## src/hdl/aahc_pkg.sv

```systemverilog
// Shared types, constants and elaboration-time tables for the altitude/azimuth unit.
// Holds the whole-degree sine table and the CORDIC arctangent table, both in Q30.
// No dependencies.
package aahc_pkg;

	localparam int FRAC = 30;
	localparam int QW = 34;
	localparam int QB = 18;
	localparam int SIN_TERMS = 19;
	localparam int ATAN_ROM_SIZE = 48;
	localparam int ATAN_TERMS = 30;

	typedef logic signed [QW-1:0] q_t;
	typedef logic [63:0] u64_t;
	typedef logic [30:0] rom_word_t;
	typedef rom_word_t sin_rom_t [0:90];
	typedef rom_word_t atan_rom_t [0:ATAN_ROM_SIZE-1];
	typedef u64_t sin_div_t [1:SIN_TERMS];
	typedef u64_t atan_div_t [0:ATAN_TERMS-1];

	typedef struct packed {
		q_t t;
		q_t ax;
		q_t ay;
	} side_t;

	localparam u64_t HALF_Q = 64'd1 << (FRAC - 1);
	localparam u64_t PI_Q32 = 64'h3_243F_6A89;
	localparam q_t PI_Q30 = q_t'((PI_Q32 + 64'd2) >> 2);
	localparam q_t ONE_Q = q_t'(64'd1 << FRAC);

	localparam sin_div_t SIN_DIV_ODD = '{
		64'd6, 64'd20, 64'd42, 64'd72, 64'd110, 64'd156, 64'd210, 64'd272, 64'd342,
		64'd420, 64'd506, 64'd600, 64'd702, 64'd812, 64'd930, 64'd1056, 64'd1190,
		64'd1332, 64'd1482
	};
	localparam sin_div_t SIN_DIV_EVEN = '{
		64'd2, 64'd12, 64'd30, 64'd56, 64'd90, 64'd132, 64'd182, 64'd240, 64'd306,
		64'd380, 64'd462, 64'd552, 64'd650, 64'd756, 64'd870, 64'd992, 64'd1122,
		64'd1260, 64'd1406
	};
	localparam atan_div_t ATAN_DIV = '{
		64'd1, 64'd3, 64'd5, 64'd7, 64'd9, 64'd11, 64'd13, 64'd15, 64'd17, 64'd19,
		64'd21, 64'd23, 64'd25, 64'd27, 64'd29, 64'd31, 64'd33, 64'd35, 64'd37, 64'd39,
		64'd41, 64'd43, 64'd45, 64'd47, 64'd49, 64'd51, 64'd53, 64'd55, 64'd57, 64'd59
	};

	function automatic u64_t series(u64_t x, logic odd);
		u64_t x2;
		u64_t t;
		u64_t s;
		x2 = (x * x + HALF_Q) >> FRAC;
		t = odd ? x : (64'd1 << FRAC);
		s = t;
		for (int n = 1; n <= SIN_TERMS; n++) begin
			if (odd) begin
				t = ((t * x2 + HALF_Q) >> FRAC) / SIN_DIV_ODD[n];
			end else begin
				t = ((t * x2 + HALF_Q) >> FRAC) / SIN_DIV_EVEN[n];
			end
			if ((n & 1) != 0) begin
				s = s - t;
			end else begin
				s = s + t;
			end
		end
		return s;
	endfunction

	function automatic rom_word_t sin_entry(int d);
		u64_t x;
		if (d <= 45) begin
			x = (u64_t'(d) * PI_Q32 + 64'd360) / 720;
			return rom_word_t'(series(x, 1'b1));
		end
		x = (u64_t'(90 - d) * PI_Q32 + 64'd360) / 720;
		return rom_word_t'(series(x, 1'b0));
	endfunction

	function automatic sin_rom_t sin_rom_build();
		sin_rom_t r;
		for (int d = 0; d <= 90; d++) begin
			r[d] = sin_entry(d);
		end
		return r;
	endfunction

	function automatic rom_word_t atan_entry(int i);
		u64_t s;
		u64_t t;
		s = 64'd0;
		if (i == 0) begin
			return rom_word_t'((PI_Q32 + 64'd8) >> 4);
		end
		for (int n = 0; n < ATAN_TERMS; n++) begin
			if (i * (2 * n + 1) <= 60) begin
				t = (64'd1 << (60 - i * (2 * n + 1))) / ATAN_DIV[n];
				if ((n & 1) != 0) begin
					s = s - t;
				end else begin
					s = s + t;
				end
			end
		end
		return rom_word_t'((s + HALF_Q) >> FRAC);
	endfunction

	function automatic atan_rom_t atan_rom_build();
		atan_rom_t r;
		for (int i = 0; i < ATAN_ROM_SIZE; i++) begin
			r[i] = atan_entry(i);
		end
		return r;
	endfunction

	localparam sin_rom_t SIN_ROM = sin_rom_build();
	localparam atan_rom_t ATAN_ROM = atan_rom_build();

endpackage

```

## src/hdl/aahc_scale.sv

```systemverilog
// Angle scaler: radians in Q30 times FACTOR over pi, rounded half up, saturated.
// Division by the constant 2*pi uses a reciprocal multiply and one correction step.
// Depends on aahc_pkg.
module aahc_scale #(
	parameter int FACTOR = 108000,
	parameter int LIM = 54000,
	parameter int OW = 17
) (
	input  logic                 clk,
	input  logic                 arst_n,
	input  logic                 en,
	input  logic                 in_v,
	input  aahc_pkg::q_t         z,
	output logic                 out_v,
	output logic signed [OW-1:0] val
);

	localparam int QB = aahc_pkg::QB;
	localparam int PW = aahc_pkg::QW + 24;
	localparam int NW = QB + 36;
	localparam int NL = 20;
	localparam int NH = NW - NL;
	localparam int RW = 24;
	localparam int RSH = 36;
	localparam logic signed [PW-1:0] MULT = PW'(8 * FACTOR);
	localparam logic [NW-1:0] DIV = NW'(aahc_pkg::PI_Q32 << 1);
	localparam logic [RW-1:0] RECIP = RW'((64'd1 << (NL + RSH)) / (aahc_pkg::PI_Q32 << 1));
	localparam logic signed [PW-1:0] OFS =
		PW'(aahc_pkg::PI_Q32) + (PW'(aahc_pkg::PI_Q32 << 1) << (QB - 1));
	localparam logic signed [QB:0] KOFS = (QB+1)'(1) << (QB - 1);
	localparam logic signed [QB:0] LIMV = (QB+1)'(LIM);

	logic signed [PW-1:0] prod_s1;
	logic [NW-1:0]        num_s2;
	logic [NW-1:0]        num_s3;
	logic [QB-1:0]        qa_s3;
	logic [QB-1:0]        qa_s4;
	logic [NW-1:0]        rem_s4;
	logic [QB:0]          q_s5;
	logic [NH+RW-1:0]     qp;
	logic                 v_s1, v_s2, v_s3, v_s4, v_s5;
	logic signed [QB:0]   qs;
	logic signed [OW-1:0] val_q;
	logic                 val_v_q;

	always_ff @(posedge clk or negedge arst_n) begin
		if (!arst_n) begin
			v_s1    <= 1'b0;
			v_s2    <= 1'b0;
			v_s3    <= 1'b0;
			v_s4    <= 1'b0;
			v_s5    <= 1'b0;
			val_v_q <= 1'b0;
		end else if (en) begin
			v_s1    <= in_v;
			v_s2    <= v_s1;
			v_s3    <= v_s2;
			v_s4    <= v_s3;
			v_s5    <= v_s4;
			val_v_q <= v_s5;
		end
	end

	assign qp = num_s2[NW-1:NL] * RECIP;

	always_ff @(posedge clk) begin
		if (en) begin
			prod_s1 <= PW'(z) * MULT;
			num_s2  <= NW'(prod_s1 + OFS);
			num_s3  <= num_s2;
			qa_s3   <= qp[RSH+QB-1:RSH];
			rem_s4  <= num_s3 - (NW'(qa_s3) * DIV);
			qa_s4   <= qa_s3;
			if (rem_s4 >= DIV) begin
				q_s5 <= (QB+1)'(qa_s4) + (QB+1)'(1);
			end else begin
				q_s5 <= (QB+1)'(qa_s4);
			end
		end
	end

	assign qs = $signed(q_s5) - KOFS;

	always_ff @(posedge clk) begin
		if (en) begin
			if (qs > LIMV) begin
				val_q <= OW'(LIMV);
			end else if (qs < -LIMV) begin
				val_q <= OW'(-LIMV);
			end else begin
				val_q <= OW'(qs);
			end
		end
	end

	assign out_v = val_v_q;
	assign val   = val_q;

endmodule

```

## config.mk

```make
export PLATFORM = sky130hd
export DESIGN_NAME = aahc_scale
export DESIGN_NICKNAME = d
export VERILOG_FILES = /design/src/hdl/aahc_pkg.sv /design/src/hdl/aahc_scale.sv
export SDC_FILE = /design/constraint.sdc
export NUM_CORES = 2
export LEC_CHECK = 0
export ABC_AREA = 1
export BUFFER_PORTS_ARGS = -buffer_cell sky130_fd_sc_hd__buf_2
export CAP_MARGIN = 10
export CORE_MARGIN = 1
export CORE_UTILIZATION = 67
export CTS_CLUSTER_DIAMETER = 200
export DETAILED_ROUTE_END_ITERATION = 10
export GPL_TIMING_DRIVEN = 0
export HOLD_SLACK_MARGIN = 0.12
export PLACE_DENSITY = 0.88
export SLEW_MARGIN = 20
export SYNTH_ARGS = -nofsm -noshare
export SYNTH_HDL_FRONTEND = slang
export SYNTH_SLANG_ARGS = --single-unit
```

## constraint.sdc

```tcl
create_clock -name clk -period 8.95 [get_ports clk]
set_clock_uncertainty 0.1 [all_clocks]
set_input_delay 1.79 -clock clk [delete_from_list [all_inputs] [get_ports clk]]
set_output_delay 1.79 -clock clk [all_outputs]
set_load 0.1 [all_outputs]
```

==> results.toml <==
[worst_setup_path]
path_delay_family = "adder cells"
worstSetupPathType = "reg2reg"
crit_fanout = 11
r2r_cells = 28
critPathRequiredTime_ns = 9.22
crit_cells = 28
crit_top_cell = "nand2_1"
crit_buf_inv = 4
cp-start-kind = "flip-flop"
setup.worst_path.end_class = "flip-flop"
critPathArrivalTime_ns = 8.90
slowest_delay_ns = 1.00
critPathSlowestCell = "edfxtp_1"

[clock_tree]
cts-root-buf = "clkbuf_16"
cts_resized = 0
cts-buffers-inserted = 27
cts_hold_buf = 0
worst_skew_pair.late_latency_ns = 0.60
clk_path_buf_depth = 3
clk_pin_slew_ns = 0.07
cts.sinks = 268
cts_tree = "yes"
cts_max_level = 1
post_cts_buffers = 0

[logic_synthesis]
ys_warn_count = 0
ys_types = 44
async_flop_share_pct = 2.239
synthCells = 6062
syn-cell-area_mm2 = 0.04713
syn_avg_cell_area_um2 = 7.774
ys_ff_latch = 268
synth_enable_flop_cells = 262
synth_area_leader_cell = "fa_1"
synth_top_area_share_pct = 26.17
ys.flop_type = "edfxtp_1"
synth-seq-area-share_pct = 17.01
syn_nets = 7304
yosys-top-cells-area = "fa_1 (26%), edfxtp_1 (17%), ha_1 (16%), nand2_1 (13%), inv_1 (13%)"

[global_routing]
antenna_found_initial = 3
grt_pass1_vias = 40330
grt_pass1_wl_um = 217500
grtUsageTotal_pct = 40.30
gr-total-overflow = 0
grt_max_degree = 89

[layout]
area_growth_pct = 5.172
layout.nets = 7391
drive_gt1_share_pct = 3.209

[floorplan]
io_pins = 56
die_h_um = 267.2
start_util_pct = 68.23
die_w_um = 267.2
dieArea_mm2 = 0.07140
rows = 96
core_mm2 = 0.06907

[place]
port_buffers = 55
routabilityCongestion = 1.047
hpwl_um = 120200

[sta]
rsz0062_at_grt = "no"
tightest_slew_ns = 1.010
slew_headroom_pct = 32.64
final_hold_viol_count = 0
layout_worst_path_cycle_share_pct = 96.45
fmax_ghz = 0.1158
tns_ns = 0
period_needed_ns = 8.632
drv_slew = 0
timing.hold.ws_ns = 0.2812
final-setup-viol-count = 0

[routing]
drt_first_pass_iters = 10
dr_total_vias = 39280
wl_per_cell_um = 19.65
drt_wl_total_um = 139600
ant_nets = 0
via_per_inst = 5.528
drt_iter0_markers = 3202
drc = 0

[min_path]
hold_path_class = "reg2reg"
hold_depth = 0

[flow_run]
drv_cap = 0

[run_status]
status = "finished clean"
flip-flops by register name (all words and copies together) (netlist names):
name / flops
rem_s4: 52
prod_s1: 46
v_s5: 1
out_v: 1
v_s4: 1
v_s1: 1
q_s5: 19
v_s2: 1
qa_s3: 18
v_s3: 1
num_s3: 46
val: 17
qa_s4: 18
num_s2: 46
logic make-up after synthesis:
kind of cell    synth area share, %
xor+xnor                      2.713
compound gates                3.186
fa+ha+maj                     41.78
simple gates                  22.47
buf+inv                       12.84
flops                         17.01
path summary, 6_finish.rpt:
check,start,end,slack (ns)
min in group asynchronous,arst_n,out_v$_DFFE_PN0P_,0.90
worst min register to register,num_s2[16]$_DFFE_PP_,num_s3[16]$_DFFE_PP_,0.28
max in group asynchronous,arst_n,v_s5$_DFFE_PN0P_,7.71
worst max-delay path,qa_s3[7]$_DFFE_PP_,rem_s4[44]$_DFFE_PP_,0.32
worst max register to register,qa_s3[7]$_DFFE_PP_,rem_s4[44]$_DFFE_PP_,0.32
worst min-delay path,num_s2[16]$_DFFE_PP_,num_s3[16]$_DFFE_PP_,0.28
Yosys cell counts (all sizes together), types with 44 or more instances:
| library cell | n |
|---|---|
| xor2 | 102 |
| o21ai | 55 |
| nand2 | 1712 |
| fa | 616 |
| edfxtp | 262 |
| nand4 | 83 |
| xnor2 | 44 |
| inv | 1598 |
| nor2 | 442 |
| ha | 588 |
| a21oi | 168 |
| nand3 | 224 |
| nor3 | 62 |
per-stage QoR:
stage,std cells,area (um2),utilization [%],worst slack (ns)
after floorplan,6062,47130,-,2.464
after global placement,7048,48570,70.32,0.6322
after detailed placement,7051,48660,70.45,0.6010
after CTS,7101,49550,71.75,0.5896
after global routing,7101,49550,71.75,0.09345
final,7105,49560,71.76,0.3177
cell type report:
cell class,count,area [um2]
Multi-Input combinational cell,4188,33060
Timing Repair Buffer,58,367.9
Inverter,1598,6001
Antenna cell,4,10.01
Clock inverter,22,215.2
Buffer,8,50.05
Clock buffer,28,679.4
Tap cell,931,1165
Fill cell,5381,19500
Sequential cell,268,8018
layout by cell type (no fill, tap or decap), drive strengths merged, types with 4 or more instances in the layout:
| master | n |
|---|---|
| o21bai | 29 |
| nor2 | 442 |
| diode | 4 |
| nor3 | 62 |
| dfrtp | 6 |
| a21oi | 168 |
| clkbuf | 29 |
| xnor2 | 44 |
| o21a | 4 |
| edfxtp | 262 |
| nand4 | 83 |
| ha | 588 |
| clkinv | 13 |
| a31oi | 4 |
| buf | 65 |
| o21ai | 55 |
| and2 | 10 |
| nand3b | 18 |
| inv | 1601 |
| a21o | 8 |
| nand3 | 224 |
| xor2 | 102 |
| fa | 616 |
| or2 | 7 |
| nand2 | 1712 |
| nor4 | 8 |
layer usage:
layer  GRT usage, %  share of wire (%)  up-vias
met4          21.39                5.9        2
met3          7.080                7.7      514
li1               -                  -    18520
met5              0             0.0086        -
met1          49.40                 39    18480
met2          67.90                 47     1762
Power is left out: the tool's default activity adds up to more than one toggle a clock period on the data nets, which glitch-free logic cannot reach.
